`config.mk`:
```
export PLATFORM = sky130hd
export DESIGN_NAME = mamdani_fuzzy_inference_two_input
export DESIGN_NICKNAME = d
export VERILOG_FILES = /design/src/hdl/mfi_pkg.sv /design/src/hdl/mfi_fuzz.sv /design/src/hdl/mfi_defuzz.sv /design/src/hdl/mamdani_fuzzy_inference_two_input.sv
export SDC_FILE = /design/constraint.sdc
export NUM_CORES = 2
export LEC_CHECK = 0
export ABC_AREA = 1
export BUFFER_PORTS_ARGS = -buffer_cell sky130_fd_sc_hd__buf_2
export CAP_MARGIN = 15
export CORE_ASPECT_RATIO = 1.25
export CORE_MARGIN = 4
export CORE_UTILIZATION = 40
export DETAILED_ROUTE_END_ITERATION = 8
export GPL_TIMING_DRIVEN = 1
export PLACE_DENSITY_LB_ADDON = 0.3
export RECOVER_POWER = 25
export SETUP_SLACK_MARGIN = 0.5
export SYNTH_ARGS = -nofsm -noshare
export SYNTH_HDL_FRONTEND = slang
export SYNTH_HIERARCHICAL = 1
export SYNTH_SLANG_ARGS = --single-unit
```
`constraint.sdc`:
```
create_clock -name i_clk -period 10.3 [get_ports i_clk]
set_input_delay 0 -clock i_clk [delete_from_list [all_inputs] [get_ports i_clk]]
set_output_delay 0 -clock i_clk [all_outputs]
set_load 0.005 [all_outputs]
```
`src/hdl/mfi_pkg.sv`:
```
`default_nettype none
package mfi_pkg;

    localparam int OUT_POINTS_DEF = 101;
    localparam int Q15_W          = 16;
    localparam int CEN_W          = 15;

    localparam logic [Q15_W-1:0] ONE_Q15 = 16'd32768;

    localparam logic [1:0] CLS_SHORT  = 2'd0;
    localparam logic [1:0] CLS_MEDIUM = 2'd1;
    localparam logic [1:0] CLS_LONG   = 2'd2;

    typedef logic [Q15_W-1:0] t_q15;
    typedef t_q15 [2:0]       t_q15_x3;

    typedef struct packed {
        logic             empty;
        logic [CEN_W-1:0] centroid;
        logic [1:0]       winner;
    } t_dfz_res;

    // floor(32768 * n / 10)
    function automatic t_q15 ramp10(input logic [3:0] n);
        t_q15 v;
        case (n)
            4'd0:    v = 16'd0;
            4'd1:    v = 16'd3276;
            4'd2:    v = 16'd6553;
            4'd3:    v = 16'd9830;
            4'd4:    v = 16'd13107;
            4'd5:    v = 16'd16384;
            4'd6:    v = 16'd19660;
            4'd7:    v = 16'd22937;
            4'd8:    v = 16'd26214;
            4'd9:    v = 16'd29491;
            4'd10:   v = ONE_Q15;
            default: v = ONE_Q15;
        endcase
        return v;
    endfunction

    // floor(32768 * n / 25)
    function automatic t_q15 ramp25(input logic [4:0] n);
        t_q15 v;
        case (n)
            5'd0:    v = 16'd0;
            5'd1:    v = 16'd1310;
            5'd2:    v = 16'd2621;
            5'd3:    v = 16'd3932;
            5'd4:    v = 16'd5242;
            5'd5:    v = 16'd6553;
            5'd6:    v = 16'd7864;
            5'd7:    v = 16'd9175;
            5'd8:    v = 16'd10485;
            5'd9:    v = 16'd11796;
            5'd10:   v = 16'd13107;
            5'd11:   v = 16'd14417;
            5'd12:   v = 16'd15728;
            5'd13:   v = 16'd17039;
            5'd14:   v = 16'd18350;
            5'd15:   v = 16'd19660;
            5'd16:   v = 16'd20971;
            5'd17:   v = 16'd22282;
            5'd18:   v = 16'd23592;
            5'd19:   v = 16'd24903;
            5'd20:   v = 16'd26214;
            5'd21:   v = 16'd27525;
            5'd22:   v = 16'd28835;
            5'd23:   v = 16'd30146;
            5'd24:   v = 16'd31457;
            5'd25:   v = ONE_Q15;
            default: v = ONE_Q15;
        endcase
        return v;
    endfunction

endpackage
`default_nettype wire

```
`src/hdl/mfi_fuzz.sv`:
```
`default_nettype none
module mfi_fuzz (
    input  logic [6:0]       i_temperature,
    input  logic [6:0]       i_volume,
    output mfi_pkg::t_q15_x3 o_temp_deg,
    output mfi_pkg::t_q15_x3 o_vol_deg,
    output mfi_pkg::t_q15_x3 o_strength
);

    function automatic mfi_pkg::t_q15 up(input logic [6:0] x, input logic [6:0] a);
        logic [6:0] d;
        d = x - a;
        return mfi_pkg::ramp10(d[3:0]);
    endfunction

    function automatic mfi_pkg::t_q15 down(input logic [6:0] x, input logic [6:0] c);
        logic [6:0] d;
        d = c - x;
        return mfi_pkg::ramp10(d[3:0]);
    endfunction

    mfi_pkg::t_q15 tmax;

    always_comb begin
        o_temp_deg[0] = (i_temperature <= 7'd10) ? mfi_pkg::ONE_Q15 :
                        (i_temperature <= 7'd20) ? down(i_temperature, 7'd20) : '0;
        o_temp_deg[1] = (i_temperature < 7'd10)  ? '0 :
                        (i_temperature < 7'd20)  ? up(i_temperature, 7'd10) :
                        (i_temperature <= 7'd40) ? mfi_pkg::ONE_Q15 :
                        (i_temperature <= 7'd50) ? down(i_temperature, 7'd50) : '0;
        // open right shoulder
        o_temp_deg[2] = (i_temperature < 7'd40)  ? '0 :
                        (i_temperature < 7'd50)  ? up(i_temperature, 7'd40) :
                        mfi_pkg::ONE_Q15;

        o_vol_deg[0] = (i_volume <= 7'd30) ? mfi_pkg::ONE_Q15 :
                       (i_volume <= 7'd40) ? down(i_volume, 7'd40) : '0;
        o_vol_deg[1] = (i_volume < 7'd30)  ? '0 :
                       (i_volume < 7'd40)  ? up(i_volume, 7'd30) :
                       (i_volume <= 7'd50) ? mfi_pkg::ONE_Q15 :
                       (i_volume <= 7'd60) ? down(i_volume, 7'd60) : '0;
        o_vol_deg[2] = (i_volume < 7'd50)  ? '0 :
                       (i_volume < 7'd60)  ? up(i_volume, 7'd50) :
                       mfi_pkg::ONE_Q15;

        // max over temperature sets of min(t, v) equals min(max t, v)
        tmax = o_temp_deg[0];
        if (o_temp_deg[1] > tmax) begin
            tmax = o_temp_deg[1];
        end
        if (o_temp_deg[2] > tmax) begin
            tmax = o_temp_deg[2];
        end
        for (int k = 0; k < 3; k++) begin
            o_strength[k] = (tmax < o_vol_deg[k]) ? tmax : o_vol_deg[k];
        end
    end

endmodule
`default_nettype wire

```
`src/hdl/mfi_defuzz.sv`:
```
`default_nettype none
module mfi_defuzz #(
    parameter int OUT_POINTS = mfi_pkg::OUT_POINTS_DEF
) (
    input  logic              i_clk,
    input  logic              i_rst_n,
    input  logic              i_start,
    input  logic              i_ack,
    input  mfi_pkg::t_q15_x3  i_strength,
    output logic              o_done,
    output mfi_pkg::t_dfz_res o_res
);

    localparam int CEN_W    = mfi_pkg::CEN_W;
    localparam int Q15_W    = mfi_pkg::Q15_W;
    localparam int DEN      = OUT_POINTS - 1;
    localparam int D10      = 10 * DEN;
    localparam int D25      = 25 * DEN;
    localparam int STEP     = 32768 * 100;
    localparam int Q10_STEP = STEP / D10;
    localparam int R10_STEP = STEP % D10;
    localparam int Q25_STEP = STEP / D25;
    localparam int R25_STEP = STEP % D25;
    localparam int Q_W      = 20;
    localparam int R_W      = $clog2(2 * D25 + 1);
    localparam int I_W      = $clog2(OUT_POINTS + 1);
    localparam int P_W      = $clog2(100 * DEN + 1);
    localparam int DEN_W    = $clog2(DEN + 1);
    localparam int AREA_W   = $clog2(32768 * OUT_POINTS + 1);
    localparam longint NUM_MAX = longint'(32768) * longint'(100 * DEN) * longint'(OUT_POINTS);
    localparam int NUM_W    = $clog2(NUM_MAX + 1);
    localparam int VD_W     = AREA_W + DEN_W;
    localparam int CMP_W    = (NUM_W + 8 > VD_W + CEN_W) ? NUM_W + 8 : VD_W + CEN_W;
    localparam int CNT_W    = $clog2(CEN_W);
    localparam int CEN_MAX  = 25600;
    // quotients of 32768 * (p - 55 den) / (10 den) and 32768 * (p - 25 den) / (25 den) at p = 0
    localparam int Q10_INIT  = -180224;
    localparam int Q25_INIT  = -32768;
    localparam int SHORT_OFS = -32768;
    localparam int MED_OFS   = 65536;

    typedef enum logic [6:0] {
        S_IDLE  = 7'b0000001,
        S_WALK  = 7'b0000010,
        S_FLUSH = 7'b0000100,
        S_SCALE = 7'b0001000,
        S_DIV   = 7'b0010000,
        S_WIN   = 7'b0100000,
        S_DONE  = 7'b1000000
    } t_state;

    function automatic mfi_pkg::t_q15 clamp(input logic signed [Q_W-1:0] v);
        if (v <= 0) begin
            return '0;
        end
        if (v >= 32768) begin
            return mfi_pkg::ONE_Q15;
        end
        return v[Q15_W-1:0];
    endfunction

    function automatic mfi_pkg::t_q15 min2(input mfi_pkg::t_q15 a, input mfi_pkg::t_q15 b);
        return (a < b) ? a : b;
    endfunction

    t_state                   r_state;
    logic [I_W-1:0]           r_i;
    logic [P_W-1:0]           r_p;
    logic signed [Q_W-1:0]    r_q10;
    logic signed [Q_W-1:0]    r_q25;
    logic [R_W-1:0]           r_r10;
    logic [R_W-1:0]           r_r25;
    mfi_pkg::t_q15            r_b;
    logic [P_W-1:0]           r_bp;
    logic                     r_bv;
    logic [NUM_W-1:0]         r_num;
    logic [AREA_W-1:0]        r_area;
    logic [CMP_W-1:0]         r_rem;
    logic [CMP_W-1:0]         r_sd;
    logic [CEN_W-1:0]         r_quo;
    logic [CNT_W-1:0]         r_cnt;
    mfi_pkg::t_dfz_res        r_res;

    logic [R_W-1:0]           r10_sum;
    logic [R_W-1:0]           r25_sum;
    logic                     c10;
    logic                     c25;
    logic [R_W-1:0]           n_r10;
    logic [R_W-1:0]           n_r25;
    logic signed [Q_W-1:0]    n_q10;
    logic signed [Q_W-1:0]    n_q25;
    logic signed [Q_W-1:0]    short_raw;
    logic signed [Q_W-1:0]    med_raw;
    mfi_pkg::t_q15            m_short;
    mfi_pkg::t_q15            m_med;
    mfi_pkg::t_q15            m_long;
    mfi_pkg::t_q15            c0;
    mfi_pkg::t_q15            c1;
    mfi_pkg::t_q15            c2;
    mfi_pkg::t_q15            n_b;
    logic                     last;
    logic [Q15_W+P_W-1:0]     prod;
    logic [VD_W-1:0]          vd;
    logic                     ge;
    logic [CEN_W-1:0]         cen;
    logic [6:0]               x;
    logic [6:0]               x_off;
    mfi_pkg::t_q15            w0;
    mfi_pkg::t_q15            w1;
    mfi_pkg::t_q15            w2;
    logic [1:0]               win;

    // sampled output sets, quotients tracked incrementally per point
    always_comb begin
        r10_sum = r_r10 + R_W'(R10_STEP);
        c10     = (r10_sum >= R_W'(D10));
        n_r10   = c10 ? r10_sum - R_W'(D10) : r10_sum;
        n_q10   = r_q10 + Q_W'(Q10_STEP) + Q_W'(c10);
        r25_sum = r_r25 + R_W'(R25_STEP);
        c25     = (r25_sum >= R_W'(D25));
        n_r25   = c25 ? r25_sum - R_W'(D25) : r25_sum;
        n_q25   = r_q25 + Q_W'(Q25_STEP) + Q_W'(c25);

        // falling ramps are the mirrored ceiling of the rising ones
        short_raw = Q_W'(SHORT_OFS) - r_q10 - Q_W'(|r_r10);
        med_raw   = Q_W'(MED_OFS) - r_q25 - Q_W'(|r_r25);
        m_long    = clamp(r_q10);
        m_short   = clamp(short_raw);
        m_med     = min2(clamp(r_q25), clamp(med_raw));

        c0  = min2(m_short, i_strength[0]);
        c1  = min2(m_med, i_strength[1]);
        c2  = min2(m_long, i_strength[2]);
        n_b = c0;
        if (c1 > n_b) begin
            n_b = c1;
        end
        if (c2 > n_b) begin
            n_b = c2;
        end

        last = (r_i == I_W'(OUT_POINTS - 1));
        prod = (Q15_W + P_W)'(r_b) * (Q15_W + P_W)'(r_bp);
        vd   = VD_W'(r_area) * VD_W'(DEN);
        ge   = (r_rem >= r_sd);
    end

    // class with the highest membership at the whole centroid position
    always_comb begin
        cen   = (r_quo > CEN_W'(CEN_MAX)) ? CEN_W'(CEN_MAX) : r_quo;
        x     = cen[CEN_W-1:8];
        x_off = (x >= 7'd50) ? x - 7'd50 : 7'd50 - x;
        w0    = (x <= 7'd35) ? mfi_pkg::ONE_Q15 :
                (x >= 7'd45) ? '0 : mfi_pkg::ramp10(4'(7'd45 - x));
        w1    = (x_off >= 7'd25) ? '0 : mfi_pkg::ramp25(5'(7'd25 - x_off));
        w2    = (x >= 7'd65) ? mfi_pkg::ONE_Q15 :
                (x <= 7'd55) ? '0 : mfi_pkg::ramp10(4'(x - 7'd55));
        if (w2 >= w1 && w2 >= w0) begin
            win = mfi_pkg::CLS_LONG;
        end else if (w1 >= w0) begin
            win = mfi_pkg::CLS_MEDIUM;
        end else begin
            win = mfi_pkg::CLS_SHORT;
        end
    end

    always_ff @(posedge i_clk) begin
        if (!i_rst_n) begin
            r_state <= S_IDLE;
            r_bv    <= 1'b0;
        end else begin
            r_bv <= (r_state == S_WALK);
            case (r_state)
                S_IDLE: begin
                    if (i_start) begin
                        r_state <= S_WALK;
                    end
                end
                S_WALK: begin
                    if (last) begin
                        r_state <= S_FLUSH;
                    end
                end
                S_FLUSH: r_state <= S_SCALE;
                S_SCALE: r_state <= S_DIV;
                S_DIV: begin
                    if (r_cnt == '0) begin
                        r_state <= S_WIN;
                    end
                end
                S_WIN: r_state <= S_DONE;
                S_DONE: begin
                    if (i_ack) begin
                        r_state <= S_IDLE;
                    end
                end
                default: r_state <= S_IDLE;
            endcase
        end
    end

    always_ff @(posedge i_clk) begin
        if (r_bv) begin
            r_num  <= r_num + NUM_W'(prod);
            r_area <= r_area + AREA_W'(r_b);
        end
        case (r_state)
            S_IDLE: begin
                r_i    <= '0;
                r_p    <= '0;
                r_q10  <= Q_W'(Q10_INIT);
                r_q25  <= Q_W'(Q25_INIT);
                r_r10  <= '0;
                r_r25  <= '0;
                r_num  <= '0;
                r_area <= '0;
            end
            S_WALK: begin
                r_b   <= n_b;
                r_bp  <= r_p;
                r_i   <= r_i + 1'b1;
                r_p   <= r_p + P_W'(100);
                r_q10 <= n_q10;
                r_r10 <= n_r10;
                r_q25 <= n_q25;
                r_r25 <= n_r25;
            end
            S_SCALE: begin
                r_rem <= CMP_W'({r_num, 8'h00});
                r_sd  <= CMP_W'(vd) << (CEN_W - 1);
                r_quo <= '0;
                r_cnt <= CNT_W'(CEN_W - 1);
            end
            S_DIV: begin
                if (ge) begin
                    r_rem <= r_rem - r_sd;
                end
                r_sd  <= r_sd >> 1;
                r_quo <= {r_quo[CEN_W-2:0], ge};
                r_cnt <= r_cnt - 1'b1;
            end
            S_WIN: begin
                if (r_area == '0) begin
                    r_res.empty    <= 1'b1;
                    r_res.centroid <= '0;
                    r_res.winner   <= mfi_pkg::CLS_SHORT;
                end else begin
                    r_res.empty    <= 1'b0;
                    r_res.centroid <= cen;
                    r_res.winner   <= win;
                end
            end
            default: ;
        endcase
    end

    assign o_done = (r_state == S_DONE);
    assign o_res  = r_res;

endmodule
`default_nettype wire

```
`src/hdl/mamdani_fuzzy_inference_two_input.sv`:
```
`default_nettype none
// channel  direction  handshake                 payload
// request  in         i_in_valid / o_in_ready   i_temperature, i_volume
// result   out        o_out_valid / i_out_ready degrees, strengths, centroid, class, empty flag
//
// after acceptance a request runs through the defuzzifier walk, one output
// sample per cycle, then the flush, scale, restoring divider and winner
// steps, and its result moves into the output register once that can take it.
// no new request is taken while one is in work; a finished result waits in
// the output register and the next request may run behind it.
// reset is synchronous, active low, and clears the handshake and sequencer state only.
module mamdani_fuzzy_inference_two_input #(
    parameter int OUT_POINTS = mfi_pkg::OUT_POINTS_DEF
) (
    input  logic                      i_clk,
    input  logic                      i_rst_n,
    input  logic                      i_in_valid,
    output logic                      o_in_ready,
    input  logic [6:0]                i_temperature,
    input  logic [6:0]                i_volume,
    output logic                      o_out_valid,
    input  logic                      i_out_ready,
    output logic [15:0]               o_temp_low_degree,
    output logic [15:0]               o_temp_mid_degree,
    output logic [15:0]               o_temp_high_degree,
    output logic [15:0]               o_vol_low_degree,
    output logic [15:0]               o_vol_mid_degree,
    output logic [15:0]               o_vol_high_degree,
    output logic [15:0]               o_short_strength,
    output logic [15:0]               o_medium_strength,
    output logic [15:0]               o_long_strength,
    output logic [mfi_pkg::CEN_W-1:0] o_centroid,
    output logic [1:0]                o_winner_class,
    output logic                      o_empty_area
);

    mfi_pkg::t_q15_x3  fz_td;
    mfi_pkg::t_q15_x3  fz_vd;
    mfi_pkg::t_q15_x3  fz_s;
    mfi_pkg::t_dfz_res dfz_res;
    logic              dfz_done;

    logic              r_busy;
    logic              r_start;
    logic              r_out_valid;
    mfi_pkg::t_q15_x3  r_td;
    mfi_pkg::t_q15_x3  r_vd;
    mfi_pkg::t_q15_x3  r_s;
    mfi_pkg::t_q15_x3  r_o_td;
    mfi_pkg::t_q15_x3  r_o_vd;
    mfi_pkg::t_q15_x3  r_o_s;
    mfi_pkg::t_dfz_res r_o_res;

    logic              accept;
    logic              ack;

    mfi_fuzz u_fuzz (
        .i_temperature (i_temperature),
        .i_volume      (i_volume),
        .o_temp_deg    (fz_td),
        .o_vol_deg     (fz_vd),
        .o_strength    (fz_s)
    );

    mfi_defuzz #(
        .OUT_POINTS (OUT_POINTS)
    ) u_defuzz (
        .i_clk      (i_clk),
        .i_rst_n    (i_rst_n),
        .i_start    (r_start),
        .i_ack      (ack),
        .i_strength (r_s),
        .o_done     (dfz_done),
        .o_res      (dfz_res)
    );

    assign accept = i_in_valid && !r_busy;
    assign ack    = dfz_done && (!r_out_valid || i_out_ready);

    always_ff @(posedge i_clk) begin
        if (!i_rst_n) begin
            r_busy      <= 1'b0;
            r_start     <= 1'b0;
            r_out_valid <= 1'b0;
        end else begin
            r_start <= accept;
            if (accept) begin
                r_busy <= 1'b1;
            end else if (ack) begin
                r_busy <= 1'b0;
            end
            if (ack) begin
                r_out_valid <= 1'b1;
            end else if (i_out_ready) begin
                r_out_valid <= 1'b0;
            end
        end
    end

    always_ff @(posedge i_clk) begin
        if (accept) begin
            r_td <= fz_td;
            r_vd <= fz_vd;
            r_s  <= fz_s;
        end
        if (ack) begin
            r_o_td  <= r_td;
            r_o_vd  <= r_vd;
            r_o_s   <= r_s;
            r_o_res <= dfz_res;
        end
    end

    assign o_in_ready         = !r_busy;
    assign o_out_valid        = r_out_valid;
    assign o_temp_low_degree  = r_o_td[0];
    assign o_temp_mid_degree  = r_o_td[1];
    assign o_temp_high_degree = r_o_td[2];
    assign o_vol_low_degree   = r_o_vd[0];
    assign o_vol_mid_degree   = r_o_vd[1];
    assign o_vol_high_degree  = r_o_vd[2];
    assign o_short_strength   = r_o_s[0];
    assign o_medium_strength  = r_o_s[1];
    assign o_long_strength    = r_o_s[2];
    assign o_centroid         = r_o_res.centroid;
    assign o_winner_class     = r_o_res.winner;
    assign o_empty_area       = r_o_res.empty;

endmodule
`default_nettype wire

```
After elaboration in Yosys (flattened, before gate mapping)
Memories as Yosys holds them, arrays and structs flattened. Cells that the tools add are included. W data, S select, Z words.

Input bits: 18. Output and inout port bits: 164. Register bits: 616. Bits in read-only memories: 3072. Memories: 11. Word-level logic and storage cells: 255.

Memories: (no name shown) (depth 32, width 16, rd ports 1, clocked after memory_dff 0, write ports 0, RTL line mfi_pkg.sv:46) `case (n)`; (no name shown) (depth 16, width 16, rd ports 1, clocked after memory_dff 0, write ports 0, RTL line mfi_pkg.sv:26) `case (n)`; (no name shown) (depth 16, width 16, rd ports 1, clocked after memory_dff 0, write ports 0, RTL line mfi_pkg.sv:26); (no name shown) (depth 16, width 16, rd ports 1, clocked after memory_dff 0, write ports 0, RTL line mfi_pkg.sv:26); (no name shown) (depth 16, width 16, rd ports 1, clocked after memory_dff 0, write ports 0, RTL line mfi_pkg.sv:26); (no name shown) (depth 16, width 16, rd ports 1, clocked after memory_dff 0, write ports 0, RTL line mfi_pkg.sv:26); 5 more memories.

Reductions and logical operators: 18. Eq/ne operators: 13. Multiply operators: 2. Order comparisons: 48. $add $sub $neg: 31. Mux-type cells: 87.

Operators with widths (number): $mux W16 (48); $pmux W44 S2 (2); $lt A16 B16 Y1 (7); $ge A20 B17 Y1 const B (4); $le A20 B1 Y1 const B (4); $pmux W20 S2 (2); $gt A16 B16 Y1 (4); $pmux W13 S2 (2); $le A7 B6 Y1 const B (7); $pmux W7 S7 (1); $ge A16 B16 Y1 (3); $ge A44 B44 Y1 (1); $mux W44 (1); $sub A44 B44 Y44 (1); $add A20 B1 Y20 (2); $sub A20 B1 Y20 (2); $add A35 B30 Y35 (1); $lt A7 B6 Y1 const B (5); $mux W7 (5); $mul A16 B14 Y30 (1); $pmux W15 S2 (1); $pmux W14 S2 (1); $mul A22 B5 Y27 const B (1); $mux W13 (2); other kinds (56) (91).

Depth between registers and ports, before layout
Word-level depth: 15. Gate-level depth with buffers: 74. Mapped depth without buffers: 71.

By module
The synthesis kept the hierarchy.

By module, submodules not included: mfi_defuzz (area an instance 33563.4 um^2, cells an instance 4377, sequential area each 8227.9 um^2, times used 1); mamdani_fuzzy_inference_two_input (area an instance 9316.4 um^2, cells an instance 324, sequential area each 9248.9 um^2, times used 1); mfi_fuzz (area an instance 3880.0 um^2, cells an instance 666, sequential area each 0.0 um^2, times used 1).

Worst setup path after synthesis
OpenSTA, ideal clock, no wires.

Kind: reg-to-reg. From: reg u_defuzz.r_r25[3]. To: reg u_defuzz.r_b[10] (data pin). Cell stages (with the launch flop): 67. Period minus slack after synthesis: 8.918 ns. Setup slack: 1.382 ns. Data arrival time: 8.665 ns. Buffers on the path: 4. Setup time: 0.253 ns. Data required time: 10.047 ns. Cells stage by stage: edfxtp_1 inv_1 ha_1 nand4_1 nor2_1 ha_1 ha_1 inv_1 ha_1 inv_1 nand2_1 nand2_1 nand3_1 nand2_1 nand2_1 nand3_1 nand2_1 nor2_2 [... 31 more ...] o221ai_1 nand2_1 o211ai_1 nand2_1 clkbuf_1 nand3_1 nand2_1 ha_1 a21oi_1 nor2_1 a211oi_1 o221ai_1 nand2_1 a32oi_1 clkinv_1 buf_2 nand3_1 nand2_1.

Longest elaborated chain between the ends: 15. Elaborated cells between the ends (all ways): 18. Classes of those cells: add/sub (1); order compare (6); mux (10); reduce/logical (1).

Ends and longest elaborated chain: start: declaration (RTL line mfi_defuzz.sv:72) `logic [R_W-1:0] r_r25;`; start signal: assignment (RTL line mfi_defuzz.sv:226) `r_r25 <= n_r25;`; $reduce_or A13 Y1 (*) (RTL line mfi_defuzz.sv:126) `med_raw = Q_W'(MED_OFS) - r_q25 - Q_W'(|r_r25);`; $sub A20 B1 Y20 (*) (RTL line mfi_defuzz.sv:126); $ge A20 B17 Y1 (RTL line mfi_defuzz.sv:56) `if (v >= 32768) begin`; $mux W1 (2 in series) (RTL line mfi_defuzz.sv:56); $mux W16 (RTL line mfi_defuzz.sv:59) `return v[Q15_W-1:0];`; $mux W16 (*) (RTL line mfi_defuzz.sv:56); $lt A16 B16 Y1 (RTL line mfi_defuzz.sv:63) `return (a < b) ? a : b;`; $mux W16 (*) (RTL line mfi_defuzz.sv:63); $lt A16 B16 Y1 (RTL line mfi_defuzz.sv:63); $mux W16 (*) (RTL line mfi_defuzz.sv:63); $gt A16 B16 Y1 (RTL line mfi_defuzz.sv:135) `if (c1 > n_b) begin`; $mux W16 (*) (RTL line mfi_defuzz.sv:135); $gt A16 B16 Y1 (RTL line mfi_defuzz.sv:138) `if (c2 > n_b) begin`; $mux W16 (*) (RTL line mfi_defuzz.sv:138); net u_defuzz.n_b[10] (RTL line mfi_defuzz.sv:100) `mfi_pkg::t_q15 n_b;`; end signal: assignment (RTL line mfi_defuzz.sv:219) `r_b <= n_b;`; end: declaration (RTL line mfi_defuzz.sv:73) `mfi_pkg::t_q15 r_b;`.

Mark *: on every way through the listed nets, which the timed path passes. The rest lies on a longest branch. The select of a mux whose other input is x is not followed. A chain may end at the register's enable or synchronous reset.

Final worst setup path
From: reg u_defuzz.r_r25[3]. To: reg u_defuzz.r_b[13] (data pin).

Same word-level chain as after synthesis.

==> metrics <==
clk slew on worst S/H paths 0.06 ns; number of remaining DRC errors 0; part of the Yosys area used for sequential elements ~37%; P_leak 24.29 nW; initial antenna violation count 0; CP max stage cell edfxtp_1; CTS tree done; clock sink count roughly 600; Worst VDD drop 0.3304 mV; Pins Over Slew Limit 0; setup violators final 0; RSZ-0062 raised after global routing false; Crit path required time between 10 and 15 ns; crit start category register; IO buf count 181; critical path fanouts, max 16; CP dominant cell by count nand2_1; first-pass GRT wire length between 150,000 and 200,000 um; Max Freq 110.4 MHz; Post-Syn Instances 5,367; top cells by area, synth edfxtp_1 35%, ha_1 15%, fa_1 8.0%, nand2_1 7.9%, inv_1 7.8%; share of the synthesized area in the top cell type between 30% and 40%; Final Net Count 6,227; syn avg cell area 8.712 um2; chip width 313.8 um; WL final 113,200 um; TNS Setup 0 ns; gpl congestion 0.8889; Initial Util 40.20%; total CTS buffers 70; Root Driver clkbuf_16; number of global-route vias before repair ~35,000; DP HPWL 87,910 um; Max-Cap Viols 0; via/cell ratio 4.961; CTS H-Tree Depth 3; delay-heaviest family, CP simple AND/OR/NAND/NOR gates; status finished, final reports clean; Post-DRT Antenna Nets 0; largest net degree at the start of global routing between 90 and 100; all-layer global routing usage a little under a fifth; Syn. warnings 6; area leader, netlist edfxtp_1; n_diodes 0; DR vias 35,220; register area 17,480 um2; CTS max path bufs 3; Pwr Density 252.8 nW/um2; 1st-pass router iterations 6; Hold Path Class in -> reg; Yosys cell types 75; share of cells above drive strength 1 7.567%; min Tclk post-route 9.062 ns; EDFF count, synth 538; skew final 0.01658 ns; core area around 120,000 um2; Avg WL per Cell ~16 um; Rows 140; GRT overflow 0; Die Ht ~390 um; clock latency on the worst-skew pair 0.63 ns; Post-synth top flop edfxtp_1; CP max stage delay 0.46 ns; Synth Net Count 6,113; DRT iter0 DRCs 2,059; Area Growth Syn to Fin 9.799%; Slew @ Worst Pin 0.9783 ns; CP Buf/Inv Count 13; final period utilization a little under 90%; area occupied by multi-input gates 24,370 um2; IO Pins between 150 and 200; number of synthesized register bits between 600 and 700; Slew HR approximately a third; endpoint class of the critical path register; Critical Path AT 9.44 ns; die area 122,500 um2; # fillers 11,460; FFs w/ async S/R, synth 0%; Power, Total between 10 and 15 mW; Final Hold Viols 0; crit path kind reg -> reg; mapped cell area 46,760 um2
-- layer usage --
layer / global-route usage [%] / wire length (um)
met5: 0 / 0
met3: 2.852 / 4977
met1: 22.09 / 47380
met4: 5.397 / 2922
met2: 33.95 / 57950
-- report_power, final --
part	internal [mW]	total, mW	leakage, nW	switching [mW]
clock	1.46	2.52	1.11	1.06
combinational	2.70	7.17	17.4	4.47
sequential	3.04	3.29	5.77	0.250
-- logic make-up (layout without fill, tap and decap cells) --
logic type,Yosys count,in the layout,share of synthesized area (%)
flops,604,604,37.38
simple gates,1826,1826,16.79
xor+xnor,116,116,2.229
compound gates,864,864,10.35
fa+ha+maj,728,728,22.47
buf+inv,1229,1399,10.79
-- synthesized netlist by cell type, drive strengths merged, types with 2 or more instances --
cell type / n
xnor2: 44
o221a: 3
a211oi: 20
ha: 542
a21boi: 4
a21oi: 357
nand3b: 7
o211ai: 20
nor2: 398
clkinv: 8
o21bai: 17
xor2: 72
a32oi: 2
inv: 1012
nor3b: 3
buf: 109
nand3: 219
nand2: 1027
edfxtp: 538
nor4: 16
and3: 4
o22ai: 2
o31ai: 7
nor3: 84
fa: 186
a21o: 6
a31oi: 21
nand4: 54
o221ai: 6
clkbuf: 100
o21ai: 354
o21a: 28
dfxtp: 66
and2: 4
or2: 9
a2111oi: 5
o311ai: 6
-- flip-flops by register name, indices dropped and copies added (netlist names), 18 cells and up --
signal           count
r_s                 48
r_td                48
r_vd                48
u_defuzz/r_rem      44
u_defuzz/r_sd       43
u_defuzz/r_num      33
u_defuzz/r_area     22
u_defuzz/r_q10      20
u_defuzz/r_q25      20
u_defuzz/o_res      18
-- path summary, 6_finish.rpt --
check / slack [ns] / cells past startpoint / endpoint / startpoint
max: 1.24 / 60 / u_defuzz/r_b[13]$_DFFE_PP_ / u_defuzz/r_r25[3]$_SDFFCE_PN0N_
min: 0.06 / 4 / r_vd[35]$_DFFE_PP_ / i_volume[2]
max reg2reg: 1.24 / 60 / u_defuzz/r_b[13]$_DFFE_PP_ / u_defuzz/r_r25[3]$_SDFFCE_PN0N_
min reg2reg: 0.41 / 0 / o_temp_low_degree[9]$_DFFE_PP_ / r_td[9]$_DFFE_PP_
-- per-stage QoR --
step | setup WS [ns] | cell area (um2) | std cells | hold slack, ns | util (%)
after global routing | 0.4067 | 51340 | 7099 | 0.08138 | 44.14
after CTS | 0.5281 | 51210 | 7083 | 0.01865 | 44.03
after global placement | 0.4160 | 48760 | 6943 | 0.3131 | 41.92
after detailed placement | 0.2834 | 48760 | 6943 | 0.3150 | 41.92
final | 1.238 | 51340 | 7099 | 0.05773 | 44.14
after floorplan | 1.382 | 46760 | 5367 | 0.1022 | -
-- worst reg2reg max path, delay by kind of cell, from the launching register on --
family	cells	cell delay (ns)
compound gates	12	2.10
fa+ha+maj	8	1.84
buf+inv	13	1.76
flops	1	0.46
simple gates	27	2.65
-- cell usage in the layout (no fill, tap or decap), types with 7 or more instances in the layout --
cell type / Yosys / layout
o21ai_1: 22 / 25
edfxtp_1: 538 / 538
nand2_1: 983 / 978
nor3_2: 4 / 9
nor4_1: 15 / 14
clkinv_2: 0 / 10
nand4_1: 54 / 54
dfxtp_1: 66 / 66
a21oi_1: 352 / 352
nand3b_1: 7 / 7
inv_1: 968 / 965
o21bai_1: 17 / 17
inv_2: 42 / 42
clkbuf_1: 98 / 122
nor3_1: 79 / 74
xnor2_1: 43 / 43
o211ai_1: 20 / 20
clkbuf_16: 0 / 72
nand2_4: 15 / 17
nand2_2: 29 / 31
ha_1: 542 / 542
nor2_1: 383 / 382
nand3_2: 15 / 15
xor2_1: 71 / 71
buf_4: 94 / 52
clkinvlp_4: 0 / 12
clkinv_1: 8 / 14
nor2_2: 12 / 13
o21a_1: 28 / 28
o21ai_0: 320 / 312
dlygate4sd3_1: 0 / 12
fa_1: 186 / 186
o21ai_2: 12 / 17
nand3_1: 204 / 204
a211oi_1: 19 / 19
buf_2: 8 / 68
a31oi_1: 20 / 19
-- area by class of cell --
| class | count | area share [%] |
|---|---|---|
| multi-input combinational | 3534 | 47.46 |
| sequential | 604 | 34.04 |
| inverter | 1020 | 7.533 |
| tap | 1562 | 3.807 |
| clock buffer | 83 | 3.609 |
| timing repair buffer | 250 | 2.610 |
| clock inverter | 45 | 0.9261 |
| timing repair inverter | 1 | 0.01462 |
-- timing repair --
item                                    CTS  global route
pin swaps                                 0             6
resized for setup                         3            39
endpoints found under the setup margin   16            16
hold buffers                             12             0
gates cloned                              0             1
endpoints found under the hold margin    18             0
buffers inserted                          0            15
(Power assumes the default switching activity.)
